**config.mk**
```make
export PLATFORM = sky130hd
export DESIGN_NAME = floppy_sector_read_sequencer_flat
export DESIGN_NICKNAME = d
export VERILOG_FILES = /design/src/rtl/core/fsrs_pkg.sv /design/src/rtl/core/fsrs_if.sv /design/src/rtl/core/fsrs_front.sv /design/src/rtl/core/fsrs_back.sv /design/src/rtl/core/floppy_sector_read_sequencer.sv /design/src/flat_wrapper.sv
export SDC_FILE = /design/constraint.sdc
export NUM_CORES = 1
export LEC_CHECK = 0
export BUFFER_PORTS_ARGS = -buffer_cell sky130_fd_sc_hd__buf_2
export CAP_MARGIN = 25
export CORE_ASPECT_RATIO = 0.6
export CORE_UTILIZATION = 62
export DETAILED_ROUTE_END_ITERATION = 10
export PLACE_DENSITY = 0.78
export SKIP_CTS_REPAIR_TIMING = 1
export SYNTH_ARGS = -nofsm -noshare
export SYNTH_HDL_FRONTEND = slang
export SYNTH_HIERARCHICAL = 1
export SYNTH_SLANG_ARGS = --single-unit
```
**constraint.sdc**
```tcl
create_clock -name clk -period 12.1 [get_ports clk]
set_clock_uncertainty 0.15 [all_clocks]
set_input_delay 2.42 -clock clk [delete_from_list [all_inputs] [get_ports clk]]
set_output_delay 2.42 -clock clk [all_outputs]
set_load 0.005 [all_outputs]
```
**src/rtl/core/fsrs_pkg.sv**
```systemverilog
// ============================================================================
// fsrs_pkg
// Types and constants shared by the floppy sector read sequencer.
// ============================================================================
package fsrs_pkg;

  typedef enum logic [1:0] {
    PH_IDLE  = 2'd0,
    PH_SEEK  = 2'd1,
    PH_RECAL = 2'd2,
    PH_READ  = 2'd3
  } phase_t;

  localparam logic [2:0] ACT_DOR     = 3'd0;
  localparam logic [2:0] ACT_FIFO    = 3'd1;
  localparam logic [2:0] ACT_WAIT    = 3'd2;
  localparam logic [2:0] ACT_DISCARD = 3'd3;
  localparam logic [2:0] ACT_DMA     = 3'd4;
  localparam logic [2:0] ACT_DONE    = 3'd5;

  localparam logic [2:0] ST_OK    = 3'd0;
  localparam logic [2:0] ST_BAD   = 3'd1;
  localparam logic [2:0] ST_POS   = 3'd2;
  localparam logic [2:0] ST_TMO   = 3'd3;
  localparam logic [2:0] ST_ABN   = 3'd4;
  localparam logic [2:0] ST_CRC   = 3'd5;

  localparam logic [1:0] MODE_REQ   = 2'd0;
  localparam logic [1:0] MODE_SENSE = 2'd1;
  localparam logic [1:0] MODE_RES   = 2'd2;

  localparam logic [2:0] REG_SPINUP = 3'd0;
  localparam logic [2:0] REG_SEEK   = 3'd1;
  localparam logic [2:0] REG_RECAL  = 3'd2;
  localparam logic [2:0] REG_GAP    = 3'd3;
  localparam logic [2:0] REG_STEP   = 3'd4;
  localparam logic [2:0] REG_LOAD   = 3'd5;

  // One command from front to back: a chain of scripts with its operands.
  typedef struct packed {
    logic       do_retry;
    logic       do_motor;
    logic       spin;
    logic       do_seek;
    logic       do_read;
    logic       do_done;
    logic [2:0] status;
    logic       drive;
    logic [7:0] track;
    logic       head;
    logic [5:0] sector;
  } cmd_t;

  typedef struct packed {
    logic [2:0] action;
    logic [7:0] data_byte;
    logic [9:0] wait_ms;
    logic [2:0] status;
    logic       last;
  } res_t;

  typedef struct packed {
    logic [1:0] mode;
    logic [1:0] drive;
    logic [15:0] lba;
    logic [7:0] st0;
    logic [7:0] st1;
    logic [7:0] st2;
    logic       timed_out;
  } req_t;

endpackage

```
**src/rtl/core/fsrs_if.sv**
```systemverilog
// ============================================================================
// fsrs_if
// Valid/ready channel carrying one payload beat.
// ============================================================================
interface fsrs_if #(parameter type T = logic) ();
  logic valid;
  logic ready;
  T     payload;
  modport source (output valid, output payload, input ready);
  modport sink (input valid, input payload, output ready);
endinterface

```
**src/rtl/core/fsrs_front.sv**
```systemverilog
// ============================================================================
// fsrs_front
// Accepts requests and replies, keeps sequencer state, and issues commands.
// ============================================================================
module fsrs_front #(
  parameter int SPT = 18,
  parameter int CYL = 80
) (
  input  logic            clk,
  input  logic            rst,
  input  logic            in_valid,
  output logic            in_ready,
  input  fsrs_pkg::req_t  req,
  output logic            cmd_valid,
  input  logic            cmd_ready,
  output fsrs_pkg::cmd_t  cmd
);
  import fsrs_pkg::*;

  localparam int TOTAL = CYL * 2 * SPT;
  // Rounded-up reciprocal of the sector count; exact for any 16 bit LBA.
  localparam int RECIP_K = 22;
  localparam logic [22:0] RECIP =
    23'(((64'd1 << RECIP_K) + 64'(SPT - 1)) / 64'(SPT));

  phase_t     phase;
  logic [7:0] cached_track [2];
  logic [1:0] motor_on_mask;
  logic       rq_drive;
  logic [7:0] rq_track;
  logic       rq_head;
  logic [5:0] rq_sector;
  logic       retry_used;

  // LBA split by reciprocal multiplication: quotient by the sector count,
  // then the remainder by a constant multiply and subtract.
  logic [37:0] prod_w;
  logic [15:0] quo_w, sec_w;
  logic        bad, sense_ok, recal_ok, fire;
  logic [2:0]  rc;
  logic        spin_now;

  assign prod_w = 38'(req.lba) * 38'(RECIP);
  assign quo_w  = prod_w[37:22];
  assign sec_w  = req.lba - quo_w * 16'(SPT);
  assign bad   = (req.drive > 2'd1) || ({16'd0, req.lba} >= 32'(TOTAL));
  assign sense_ok = (req.st0[7:6] == 2'b00) || req.st0[5];
  assign recal_ok = (req.st0[7:6] == 2'b00) || (req.st0[7:6] == 2'b01);
  assign in_ready = !cmd_valid || cmd_ready;
  assign fire     = in_valid && in_ready;
  assign spin_now = !motor_on_mask[req.drive[0]];

  always_comb begin
    if (req.timed_out) rc = ST_TMO;
    else if (req.st0[7]) rc = ST_ABN;
    else if (req.st1[5] || req.st2[5]) rc = ST_CRC;
    else if (req.st1[7]) rc = ST_ABN;
    else rc = ST_OK;
  end

  // Sequencer state and the command register; c and v hold the next command.
  always_ff @(posedge clk) begin
    cmd_t c;
    logic v;
    c = '0;
    c.drive  = rq_drive;
    c.track  = rq_track;
    c.head   = rq_head;
    c.sector = rq_sector;
    v = cmd_valid && !cmd_ready;
    if (rst) begin
      phase           <= PH_IDLE;
      cached_track[0] <= 8'hFF;
      cached_track[1] <= 8'hFF;
      motor_on_mask   <= '0;
      rq_drive        <= 1'b0;
      rq_track        <= '0;
      rq_head         <= 1'b0;
      rq_sector       <= '0;
      retry_used      <= 1'b0;
      cmd_valid       <= 1'b0;
    end else begin
      if (fire) begin
        if (req.mode == MODE_REQ && phase == PH_IDLE) begin
          v = 1'b1;
          if (bad) begin
            c.do_done = 1'b1;
            c.status  = ST_BAD;
          end else begin
            rq_drive   <= req.drive[0];
            rq_track   <= quo_w[8:1];
            rq_head    <= quo_w[0];
            rq_sector  <= sec_w[5:0] + 6'd1;
            retry_used <= 1'b0;
            motor_on_mask[req.drive[0]] <= 1'b1;
            c.drive    = req.drive[0];
            c.track    = quo_w[8:1];
            c.head     = quo_w[0];
            c.sector   = sec_w[5:0] + 6'd1;
            c.do_motor = 1'b1;
            c.spin     = spin_now;
            if (cached_track[req.drive[0]] == quo_w[8:1]) begin
              c.do_read = 1'b1;
              phase <= PH_READ;
            end else begin
              c.do_seek = 1'b1;
              phase <= PH_SEEK;
            end
          end
        end else if (req.mode == MODE_SENSE && phase == PH_SEEK) begin
          v = 1'b1;
          cached_track[rq_drive] <= rq_track;
          if (sense_ok) begin
            c.do_read = 1'b1;
            phase <= PH_READ;
          end else begin
            c.do_done = 1'b1;
            c.status  = ST_POS;
            phase <= PH_IDLE;
          end
        end else if (req.mode == MODE_SENSE && phase == PH_RECAL) begin
          v = 1'b1;
          if (recal_ok) begin
            cached_track[rq_drive] <= 8'hFF;
            c.do_seek = 1'b1;
            phase <= PH_SEEK;
          end else begin
            cached_track[rq_drive] <= 8'h00;
            c.do_done = 1'b1;
            c.status  = ST_POS;
            phase <= PH_IDLE;
          end
        end else if (req.mode == MODE_RES && phase == PH_READ) begin
          v = 1'b1;
          if ((rc == ST_ABN || rc == ST_CRC) && !retry_used) begin
            retry_used    <= 1'b1;
            c.do_retry    = 1'b1;
            c.do_motor    = 1'b1;
            c.spin        = 1'b1;
            motor_on_mask <= rq_drive ? 2'b10 : 2'b01;
            cached_track[0] <= 8'hFF;
            cached_track[1] <= 8'hFF;
            phase <= PH_RECAL;
          end else begin
            c.do_done = 1'b1;
            c.status  = rc;
            phase <= PH_IDLE;
          end
        end
        cmd <= c;
      end
      cmd_valid <= v;
    end
  end
endmodule

```
**src/rtl/core/fsrs_back.sv**
```systemverilog
// ============================================================================
// fsrs_back
// Plays out one command as action beats, one per cycle barring output stalls.
// ============================================================================
module fsrs_back #(
  parameter int SPT = 18
) (
  input  logic           clk,
  input  logic           rst,
  input  logic [9:0]     spinup_wait_ms,
  input  logic [9:0]     seek_settle_ms,
  input  logic [9:0]     recal_settle_ms,
  input  logic [7:0]     gap_length,
  input  logic [7:0]     step_unload_byte,
  input  logic [7:0]     load_dma_byte,
  input  logic           cmd_valid,
  output logic           cmd_ready,
  input  fsrs_pkg::cmd_t cmd,
  output logic           out_valid,
  input  logic           out_ready,
  output fsrs_pkg::res_t res
);
  import fsrs_pkg::*;

  localparam logic [7:0] SPT_BYTE = 8'(SPT);

  logic       busy;
  cmd_t       cur;
  logic [5:0] step;
  res_t       beat;
  logic       beat_end;
  logic [5:0] step_next;
  logic       advance;
  logic [7:0] hd_byte;

  assign hd_byte = {5'd0, cur.head, 1'b0, cur.drive};

  // Beat table: the retry, motor, seek and read scripts in a row.
  // Steps 0..20 retry, 21..22 motor, 23..27 seek, 28..37 read.
  logic [5:0] pos;
  always_comb begin
    beat = '0;
    beat_end = 1'b0;
    unique case (pos)
      6'd0:  begin beat.action = ACT_DOR;  beat.data_byte = 8'h00; end
      6'd1:  begin beat.action = ACT_WAIT; beat.wait_ms = 10'd5; end
      6'd2:  begin beat.action = ACT_DOR;  beat.data_byte = 8'h0C; end
      6'd3:  begin beat.action = ACT_WAIT; beat.wait_ms = 10'd20; end
      6'd4, 6'd6, 6'd8, 6'd10: begin
        beat.action = ACT_FIFO; beat.data_byte = 8'h08;
      end
      6'd5, 6'd7, 6'd9, 6'd11: beat.action = ACT_DISCARD;
      6'd12: begin beat.action = ACT_FIFO; beat.data_byte = 8'h03; end
      6'd13: begin beat.action = ACT_FIFO; beat.data_byte = step_unload_byte; end
      6'd14: begin beat.action = ACT_FIFO; beat.data_byte = load_dma_byte; end
      6'd15: begin
        beat.action = ACT_DOR;
        beat.data_byte = 8'h0C | (cur.drive ? 8'h21 : 8'h10);
      end
      6'd16: begin beat.action = ACT_WAIT; beat.wait_ms = spinup_wait_ms; end
      6'd17: begin beat.action = ACT_FIFO; beat.data_byte = 8'h07; end
      6'd18: begin beat.action = ACT_FIFO; beat.data_byte = {7'd0, cur.drive}; end
      6'd19: begin beat.action = ACT_WAIT; beat.wait_ms = recal_settle_ms; end
      6'd20: begin
        beat.action = ACT_FIFO; beat.data_byte = 8'h08; beat_end = 1'b1;
      end
      6'd21: begin
        beat.action = ACT_DOR;
        beat.data_byte = 8'h0C | (cur.drive ? 8'h21 : 8'h10);
        beat_end = !cur.spin;
      end
      6'd22: begin
        beat.action = ACT_WAIT; beat.wait_ms = spinup_wait_ms; beat_end = 1'b1;
      end
      6'd23: begin beat.action = ACT_FIFO; beat.data_byte = 8'h0F; end
      6'd24: begin beat.action = ACT_FIFO; beat.data_byte = hd_byte; end
      6'd25: begin beat.action = ACT_FIFO; beat.data_byte = cur.track; end
      6'd26: begin beat.action = ACT_WAIT; beat.wait_ms = seek_settle_ms; end
      6'd27: begin
        beat.action = ACT_FIFO; beat.data_byte = 8'h08; beat_end = 1'b1;
      end
      6'd28: beat.action = ACT_DMA;
      6'd29: begin beat.action = ACT_FIFO; beat.data_byte = 8'h46; end
      6'd30: begin beat.action = ACT_FIFO; beat.data_byte = hd_byte; end
      6'd31: begin beat.action = ACT_FIFO; beat.data_byte = cur.track; end
      6'd32: begin beat.action = ACT_FIFO; beat.data_byte = {7'd0, cur.head}; end
      6'd33: begin beat.action = ACT_FIFO; beat.data_byte = {2'd0, cur.sector}; end
      6'd34: begin beat.action = ACT_FIFO; beat.data_byte = 8'h02; end
      6'd35: begin beat.action = ACT_FIFO; beat.data_byte = SPT_BYTE; end
      6'd36: begin beat.action = ACT_FIFO; beat.data_byte = gap_length; end
      6'd37: begin
        beat.action = ACT_FIFO; beat.data_byte = 8'hFF; beat_end = 1'b1;
      end
      default: beat = '0;
    endcase
  end

  assign pos = step;

  // Pick the first pending script from the flags left in cur.
  function automatic logic [5:0] start_of(cmd_t c);
    if (c.do_retry) return 6'd0;
    else if (c.do_motor) return 6'd21;
    else if (c.do_seek) return 6'd23;
    else if (c.do_read) return 6'd28;
    else return 6'd0;
  endfunction

  cmd_t cur_next;
  logic last_script;

  always_comb begin
    cur_next = cur;
    last_script = 1'b0;
    step_next = step + 6'd1;
    if (beat_end) begin
      if (pos == 6'd20) begin
        cur_next.do_retry = 1'b0; cur_next.do_motor = 1'b0;
        last_script = 1'b1;
      end else if (pos == 6'd21 || pos == 6'd22) begin
        cur_next.do_motor = 1'b0;
        last_script = !(cur.do_seek || cur.do_read);
      end else if (pos == 6'd27) begin
        cur_next.do_seek = 1'b0;
        last_script = 1'b1;
      end else begin
        cur_next.do_read = 1'b0;
        last_script = 1'b1;
      end
      step_next = start_of(cur_next);
    end
  end

  // A new command is taken only when the output register is free this cycle.
  assign advance   = busy && (!out_valid || out_ready);
  assign cmd_ready = !busy && (!out_valid || out_ready);

  always_ff @(posedge clk) begin
    if (rst) begin
      busy      <= 1'b0;
      out_valid <= 1'b0;
      step      <= '0;
    end else begin
      if (cmd_valid && cmd_ready) begin
        busy      <= !cmd.do_done;
        cur       <= cmd;
        step      <= start_of(cmd);
        out_valid <= cmd.do_done;
        if (cmd.do_done) begin
          res <= '{action: ACT_DONE, data_byte: 8'd0, wait_ms: 10'd0,
                   status: cmd.status, last: 1'b1};
        end
      end else if (advance) begin
        out_valid <= 1'b1;
        res       <= '{action: beat.action, data_byte: beat.data_byte,
                       wait_ms: beat.wait_ms, status: beat.status,
                       last: beat_end && last_script};
        cur       <= cur_next;
        step      <= step_next;
        busy      <= !(beat_end && last_script);
      end else if (out_valid && out_ready) begin
        out_valid <= 1'b0;
      end
    end
  end
endmodule

```
**src/rtl/core/floppy_sector_read_sequencer.sv**
```systemverilog
// ============================================================================
// floppy_sector_read_sequencer
// Read-sector sequencer: front end classifies beats, back end emits actions.
// ============================================================================
//   channel   dir   fields
//   in        sink  mode drive lba st0 st1 st2 timed_out
//   out       src   action data_byte wait_ms status last
//   cfg       in    cfg_we cfg_index cfg_wdata
// An input beat is taken into the command register. The back end loads the
// command once it is idle and then emits one action beat per cycle while the
// output is not stalled, up to 21 beats per input; loading a command emits no
// beat, and a lone done beat is loaded directly into the output register.
// The front end takes the next input while the back end is still emitting;
// output stalls hold the back end and, once the command register is full,
// the input. Reset is synchronous and leaves the sequencer idle with unknown
// track cache and motors off.
module floppy_sector_read_sequencer #(
  parameter int SECTORS_PER_TRACK = 18,
  parameter int CYLINDERS = 80
) (
  input  logic       clk,
  input  logic       rst,
  fsrs_if.sink       in,
  fsrs_if.source     out,
  input  logic       cfg_we,
  input  logic [2:0] cfg_index,
  input  logic [9:0] cfg_wdata
);
  import fsrs_pkg::*;

  logic [9:0] spinup_wait_ms, seek_settle_ms, recal_settle_ms;
  logic [7:0] gap_length, step_unload_byte, load_dma_byte;
  logic       cmd_valid, cmd_ready;
  cmd_t       cmd;
  req_t       req;
  res_t       res;

  // Configuration registers.
  always_ff @(posedge clk) begin
    if (rst) begin
      spinup_wait_ms   <= 10'd300;
      seek_settle_ms   <= 10'd50;
      recal_settle_ms  <= 10'd500;
      gap_length       <= 8'd27;
      step_unload_byte <= 8'd223;
      load_dma_byte    <= 8'd2;
    end else if (cfg_we) begin
      case (cfg_index)
        REG_SPINUP: spinup_wait_ms   <= cfg_wdata;
        REG_SEEK:   seek_settle_ms   <= cfg_wdata;
        REG_RECAL:  recal_settle_ms  <= cfg_wdata;
        REG_GAP:    gap_length       <= cfg_wdata[7:0];
        REG_STEP:   step_unload_byte <= cfg_wdata[7:0];
        REG_LOAD:   load_dma_byte    <= cfg_wdata[7:0];
        default: ;
      endcase
    end
  end

  assign req = in.payload;

  fsrs_front #(.SPT(SECTORS_PER_TRACK), .CYL(CYLINDERS)) u_front (
    .clk, .rst, .in_valid(in.valid), .in_ready(in.ready), .req,
    .cmd_valid, .cmd_ready, .cmd
  );

  fsrs_back #(.SPT(SECTORS_PER_TRACK)) u_back (
    .clk, .rst, .spinup_wait_ms, .seek_settle_ms, .recal_settle_ms,
    .gap_length, .step_unload_byte, .load_dma_byte,
    .cmd_valid, .cmd_ready, .cmd,
    .out_valid(out.valid), .out_ready(out.ready), .res
  );

  assign out.payload = res;

  // A command is never dropped while it waits.
  a_cmd_hold: assert property (@(posedge clk) disable iff (rst)
    cmd_valid && !cmd_ready |=> cmd_valid)
    else $error("command lost while waiting");

  // Every done beat closes its item.
  a_done_last: assert property (@(posedge clk) disable iff (rst)
    out.valid && res.action == ACT_DONE |-> res.last)
    else $error("done beat without last");

  // A stalled output beat stays put until it is taken.
  a_out_hold: assert property (@(posedge clk) disable iff (rst)
    out.valid && !out.ready |=> out.valid && $stable(res))
    else $error("output beat changed while stalled");
endmodule

```
**src/flat_wrapper.sv**
```systemverilog
// flat-port wrapper written by rule: the top's interface ports become plain ports
module floppy_sector_read_sequencer_flat import fsrs_pkg::*;
#(
  parameter int SECTORS_PER_TRACK = 18,
  parameter int CYLINDERS = 80
)
  (clk, rst, cfg_we, cfg_index, cfg_wdata, in_valid, in_payload, in_ready, out_valid, out_payload, out_ready);
  fsrs_if #(.T(req_t)) in_i ();
  fsrs_if #(.T(res_t)) out_i ();
  input  logic clk;
  input  logic rst;
  input  logic cfg_we;
  input  logic [2:0] cfg_index;
  input  logic [9:0] cfg_wdata;
  input wire logic [$bits(in_i.valid)-1:0] in_valid;
  input wire logic [$bits(in_i.payload)-1:0] in_payload;
  output wire logic [$bits(in_i.ready)-1:0] in_ready;
  output wire logic [$bits(out_i.valid)-1:0] out_valid;
  output wire logic [$bits(out_i.payload)-1:0] out_payload;
  input wire logic [$bits(out_i.ready)-1:0] out_ready;
  assign in_i.valid = in_valid;
  assign in_i.payload = in_payload;
  assign in_ready = in_i.ready;
  assign out_valid = out_i.valid;
  assign out_payload = out_i.payload;
  assign out_i.ready = out_ready;
  floppy_sector_read_sequencer #(.SECTORS_PER_TRACK(SECTORS_PER_TRACK), .CYLINDERS(CYLINDERS)) u_core (.clk(clk), .rst(rst), .in(in_i), .out(out_i), .cfg_we(cfg_we), .cfg_index(cfg_index), .cfg_wdata(cfg_wdata));
endmodule
```
# [Word-level counts from Yosys, hierarchy flattened]
# Memories as Yosys holds them, arrays and structs flattened.
# Cells that the tools add are included.
[op_classes] bitwise=8 multipliers=2 magnitude_cmp=4 shift=0 eq_ne=55 n_addsub=3 div_mod_pow=0 n_reduce_logical=66 n_mux=131
[ops] operator="$pmux 8 s18" n=1
[ops] operator="$mux 25" n=5
[ops] operator="$eq 6x5->1 const B" n=16
[ops] operator="$mux 1" n=65
[ops] operator="$pmux 10 s5" n=1
[ops] operator="$eq 6x4->1 const B" n=8
[ops] operator="$mux 8" n=6
[ops] operator="$mux 2" n=22
[ops] operator="$mux 5" n=8
[ops] operator="$eq 6x6->1 const B" n=6
[ops] operator="$mul 16x18->34 const B" n=1
[ops] operator="$mux 16" n=2
[ops] operator="$mux 4" n=8
[ops] operator="$eq 6x3->1 const B" n=4
[ops] operator="$mux 6" n=4
[ops] operator="$reduce_or 23->1" n=1
[ops] operator="$mux 3" n=6
[ops] operator="$ge 16x12->1 const B" n=1
[ops] operator="$reduce_and 2->1" n=8
[ops] operator="$logic_and 1x1->1" n=13
[ops] operator="$add 6x1->6 const B" n=2
[ops] operator="$eq 3x3->1 const B" n=4
[ops] operator="$eq 6x2->1 const B" n=2
[ops] operator="$mul 12x4->5 const B" n=1
[ops] operator="31 further kinds" n=74
[word_totals] mem_bits_rw=16 wordCells=312 out_inout_bits=27 input_bits=63 mem_count=1 mem_bits_ro=0 register_bits=155 latchBits=0
[memory_table] memory="u_core.u_front.cached_track" words=2 width=8 rd=1 rd_ports_with_merged_regs=0 write_ports=2 line="fsrs_front.sv:27" source="logic [7:0] cached_track [2];"

# [Logic depth before layout (Yosys ltp)]
[depth] ltp_word=17 depth_mapped=32 depth_no_buf=32

# [Cells and area by module]
# The synthesis kept the hierarchy.
[modules_own_cells] module="fsrs_front" area_per_inst_um2=7464.7 cells_each=790 seq_area_each_um2=1671.6 n_inst=1
[modules_own_cells] module="fsrs_back" area_per_inst_um2=3306.9 cells_each=339 seq_area_each_um2=1541.5 n_inst=1
[modules_own_cells] module="floppy_sector_read_sequencer" area_per_inst_um2=2155.8 cells_each=205 seq_area_each_um2=1081.0 n_inst=1

# [Worst setup path before layout]
# OpenSTA, ideal clock, no wires.
[synth_timing] path_type="input port to flip-flop" startpoint="input in_payload[39]" endpoint="register u_core/u_front/cmd[5] (netlist name)" slack_ns=2.639 n_path_buf=1 required_ns=11.690 setup_time_ns=0.260 cell_stages=28 t_arrival_ns=9.051 cell_sequence="inv_1 fa_1 inv_1 ha_1 inv_1 fa_1 fa_1 inv_1 fa_1 inv_1 fa_1 inv_1 ha_1 nand4_1 or3_1 buf_2 o41a_1 and2_1 xnor2_1 ha_1 inv_1 ha_1 ha_1 a21oi_1 xnor2_1 xnor2_1 xnor2_1 mux2_2"
[synth_via] elab_chain_len=6
[synth_rtl] element="start, declared" line="flat_wrapper.sv:16" source="input wire logic [$bits(in_i.payload)-1:0] in_payload;"
[synth_rtl] element="$mul 16x18->34" line="fsrs_front.sv:43" source="assign prod_w = 38'(req.lba) * 38'(RECIP);"
[synth_rtl] element="named net u_core.u_front.prod_w[25]" line="fsrs_front.sv:37" source="logic [37:0] prod_w;"
[synth_rtl] element="$mul 12x4->5" line="fsrs_front.sv:45" source="assign sec_w = req.lba - quo_w * 16'(SPT);"
[synth_rtl] element="$sub 6x6->6" line="fsrs_front.sv:45"
[synth_rtl] element="$add 6x1->6" line="fsrs_front.sv:99" source="c.sector = sec_w[5:0] + 6'd1;"
[synth_rtl] element="$mux 16" line="fsrs_front.sv:86" source="if (bad) begin"
[synth_rtl] element="$mux 16" line="fsrs_front.sv:84" source="if (req.mode == MODE_REQ && phase == PH_IDLE) begin"
# The timed path passes the listed nets, and every way through them passes these cells.
# A chain may end at the register's enable or synchronous reset.

# [Worst setup path after layout]
[layout_timing] startpoint="input in_payload[38]" endpoint="register u_core/u_front/cmd[5] (netlist name)"
[layout_via] elab_chain_len=6
[layout_rtl] element="$mul 16x18->34" line="fsrs_front.sv:43"
[layout_rtl] element="named net u_core.u_front.prod_w[25]" line="fsrs_front.sv:37"
[layout_rtl] element="$mul 12x4->5" line="fsrs_front.sv:45"
[layout_rtl] element="$sub 6x6->6" line="fsrs_front.sv:45"
[layout_rtl] element="$add 6x1->6" line="fsrs_front.sv:99"
[layout_rtl] element="$mux 16" line="fsrs_front.sv:86"
[layout_rtl] element="$mux 16" line="fsrs_front.sv:84"
# The timed path passes the listed nets, and every way through them passes these cells.

==> flow_summary.ini <==
[power_and_ir_drop]
finalPower_mw = 3.97
leakage_nw = 6.21
peakVddDrop_uv = 375
p_per_cell_area_mw_per_mm2 = 281

[floorplanning]
initial_core_util_pct = 63.9
core_area_mm2 = 0.0202
ioPinCount = 90
die_y_um = 114
num_rows = 40
die_area_mm2 = 0.0215
chipWidth_um = 188

[synthesis]
synth_most_common_cell = sky130_fd_sc_hd__inv_1
yosysWarningCount = 6
asyncSetResetFlopFracSynth_pct = 0
postSynthCellCount = 1334
yosys_register_bits = 171
ys_types = 85
ys_dominant_reg_cell = sky130_fd_sc_hd__edfxtp_1
syn-num-nets = 1600
synth.top_cell.area_share_pct = 20.2
number_of_synthesized_flops_with_an_enable_pin = 87
post_synth_instance_area_mm2 = 0.0129
synth_largest_area_cell = sky130_fd_sc_hd__edfxtp_1
synthesis.area_per_instance_um2 = 9.69
synth_top_cells_by_area = sky130_fd_sc_hd__edfxtp_1 (20%), sky130_fd_sc_hd__dfxtp_1 (13%), sky130_fd_sc_hd__ha_1 (12%)
ys_top_cells_by_count = sky130_fd_sc_hd__inv_1 (168), sky130_fd_sc_hd__ha_1 (129), sky130_fd_sc_hd__nor2_1 (106)
synth_seq_area_share_pct = 33.2

[sta]
final.period_utilization_pct = 81.5
tightestPinTransition_ps = 1030
hold_ws_ps = 305
slew_headroom_pct = 31.1
grt_setup_unrepaired = no
timing.final.max_slew_violations = 0
finalHoldViolCount = 0
fmax_ghz = 0.101
setup-tns-final_ps = 0
setup_violations = 0
finalCriticalPeriod_ps = 9860

[clock_network]
ctsHtreeMaxLevel = 4
tritoncts.num_buffers = 17
cts_tree = yes
clock_tree.root_cell = sky130_fd_sc_hd__clkbuf_16
clk_pin_slew_ps = 60
clock-sinks = 171
worst_skew_pair.late_latency_ps = 430
clock_path_buffers = 2

[finish]
area.growth.synth_to_final_pct = 9.25
fin_util_pct = 69.9
nFillCells = 1565
final_layout_size_suffix_gt1_share_pct = 10.3
layout.cells.non_filler = 1665
final_net_count = 1645
n_antenna_cell = 0

[route]
dr_total_vias = 10149
drcViolationCount = 0
drt-pass1-iter-count = 6
routed_wl_mm = 33.1
drc_violation_total_after_the_first_tritonroute_iteration = 1398
drt.antenna.violating_nets = 0
post_drt_via_cell_ratio = 6.10
route.detailed.wl_per_inst_um = 19.9

[worst_hold_path]
class_of_the_most_critical_hold_timing_path = flip-flop to flip-flop
hold_path.startpoint = u_core/u_front/rq_head$_SDFFE_PP0P_

[placement]
placedCellCount = 1630
gpl_congestion = 0.955
port_buffers = 71
dpl.hpwl_mm = 25.1

[outcome]
status = complete, no violations

[setup_path]
regToRegStartpoint = u_core/u_back/pos[3]$_SDFFE_PP0P_
peak_fanout_along_the_critical_path = 6
worst_ep_required_time_ps = 12130
critPathLaunchType = input pin
criticalPathCategory = input pin to flip-flop
cp.arrival_ps = 9890
setup.worst_path.end_class = flip-flop
crit_path_start = in_payload[38]

[global_routing]
global_route.overflow_total = 0
maximum_number_of_pins_on_one_net_before_global_route_repair = 90
via_count_of_the_first_global_routing_pass = 9834
global_route_wire_length_before_repair_mm = 52.7
grt_antenna_before_repair = 0
grt_usage_pct = 32.0

[job]
max-cap-violations = 0
## critical path: stages
cell	delay [ps]
sky130_fd_sc_hd__buf_2	160
sky130_fd_sc_hd__inv_1	80
sky130_fd_sc_hd__fa_1	540
sky130_fd_sc_hd__inv_1	40
sky130_fd_sc_hd__ha_1	330
sky130_fd_sc_hd__inv_1	80
sky130_fd_sc_hd__fa_1	570
sky130_fd_sc_hd__fa_1	560
sky130_fd_sc_hd__inv_1	60
sky130_fd_sc_hd__fa_1	530
sky130_fd_sc_hd__inv_1	50
sky130_fd_sc_hd__fa_1	530
sky130_fd_sc_hd__inv_1	50
sky130_fd_sc_hd__ha_1	330
sky130_fd_sc_hd__nand4_1	120
sky130_fd_sc_hd__or3_1	500
sky130_fd_sc_hd__o41a_1	600
sky130_fd_sc_hd__and2_1	240
sky130_fd_sc_hd__xnor2_1	310
sky130_fd_sc_hd__ha_1	290
sky130_fd_sc_hd__inv_1	60
sky130_fd_sc_hd__ha_1	220
sky130_fd_sc_hd__ha_1	320
sky130_fd_sc_hd__a21oi_1	170
sky130_fd_sc_hd__xnor2_1	160
sky130_fd_sc_hd__xnor2_1	170
sky130_fd_sc_hd__xnor2_1	120
sky130_fd_sc_hd__mux2_2	280
## registers in the layout (all words and copies together), names as in the netlist, 6 cells and up
signal and count:
u_core/seek_settle_ms 10, u_core/step_unload_byte 8, u_core/u_back/cur 21, u_core/spinup_wait_ms 10, u_core/load_dma_byte 8, u_core/u_back/res 25, u_core/u_front/cached_track 16, u_core/u_back/pos 6
u_core/gap_length 8, u_core/recal_settle_ms 10, u_core/u_front/rq_track 8, u_core/u_front/rq_sector 6, u_core/u_front/cmd 25
## kinds of logic (layout without fill, tap and decap cells)
family          count (synthesis)  after routing  share of synthesized area [%]
fa+ha+maj                     203            203                           23.9
simple gates                  396            396                           15.6
buf+inv                       227            285                           6.86
xor+xnor                       28             28                           1.90
compound gates                230            230                           12.3
flops                         171            171                           33.2
mux                            79             79                           6.25
## per-stage QoR
step / instance area (um2) / worst slack (ps)
2_1_floorplan: 12900 / 2640
3_3_place_gp: 13500 / 1960
3_5_place_dp: 13500 / 1840
4_1_cts: 14100 / 2290
5_1_grt: 14100 / 1950
6_report: 14100 / 2240
## path summary, 6_finish.rpt
| check | end | slack, ps | cells after the start |
|---|---|---|---|
| worst max-delay path | u_core/u_front/cmd[5]$_DFFE_PP_ | 2240 | 28 |
| worst min-delay path | u_core/u_front/rq_head$_SDFFE_PP0P_ | 300 | 2 |
| worst max register to register | u_core/u_back/res[6]$_SDFFCE_PP0P_ | 9030 | 5 |
| worst min register to register | u_core/u_front/rq_head$_SDFFE_PP0P_ | 300 | 2 |
## layer usage
metal / global-route usage [%] / part of all wire [%] / up-vias
met3: 9.48 / 11 / 30
met2: 44.0 / 40 / 481
li1: - / - / 4700
met4: 7.37 / 1.0 / 0
met5: 0 / 0 / -
met1: 49.0 / 47 / 4938
## placed cells by master, fill, tap and decap left out, drive strengths merged, types with 4 or more instances in the layout
cell type    n
a211oi       9
a21o        10
a21oi       65
a221oi       9
a222oi      12
a22oi        8
a31oi        9
and2        24
and3         7
buf         81
clkbuf      23
dfxtp       84
edfxtp      87
fa          74
ha         129
inv        174
mux2        14
mux2i       65
nand2      102
nand2b      52
nand3       16
nand3b       4
nand4       13
nor2       106
nor2b        9
nor3        26
o211ai       5
o21a         7
o21ai       55
o22ai        4
o31ai        7
or3          9
xnor2       20
xor2         8
## area by class of cell
cell class | instances | area [um2] | share of cell area (%)
multi-input cells | 936 | 7780 | 55.1
flip-flops and latches | 171 | 4290 | 30.4
inverters | 171 | 642 | 4.54
clock buffers | 22 | 475 | 3.37
repair buffers | 82 | 455 | 3.22
well taps | 273 | 342 | 2.42
clock inverters | 10 | 138 | 0.974
## power breakdown
group	switching (mW)	total (mW)	leakage, nW	internal (mW)
clock	0.232	0.575	0.300	0.343
combinational	1.61	2.76	4.44	1.15
sequential	0.0126	0.641	1.46	0.628
total	1.85	3.97	6.21	2.12
(Power assumes the default switching activity.)
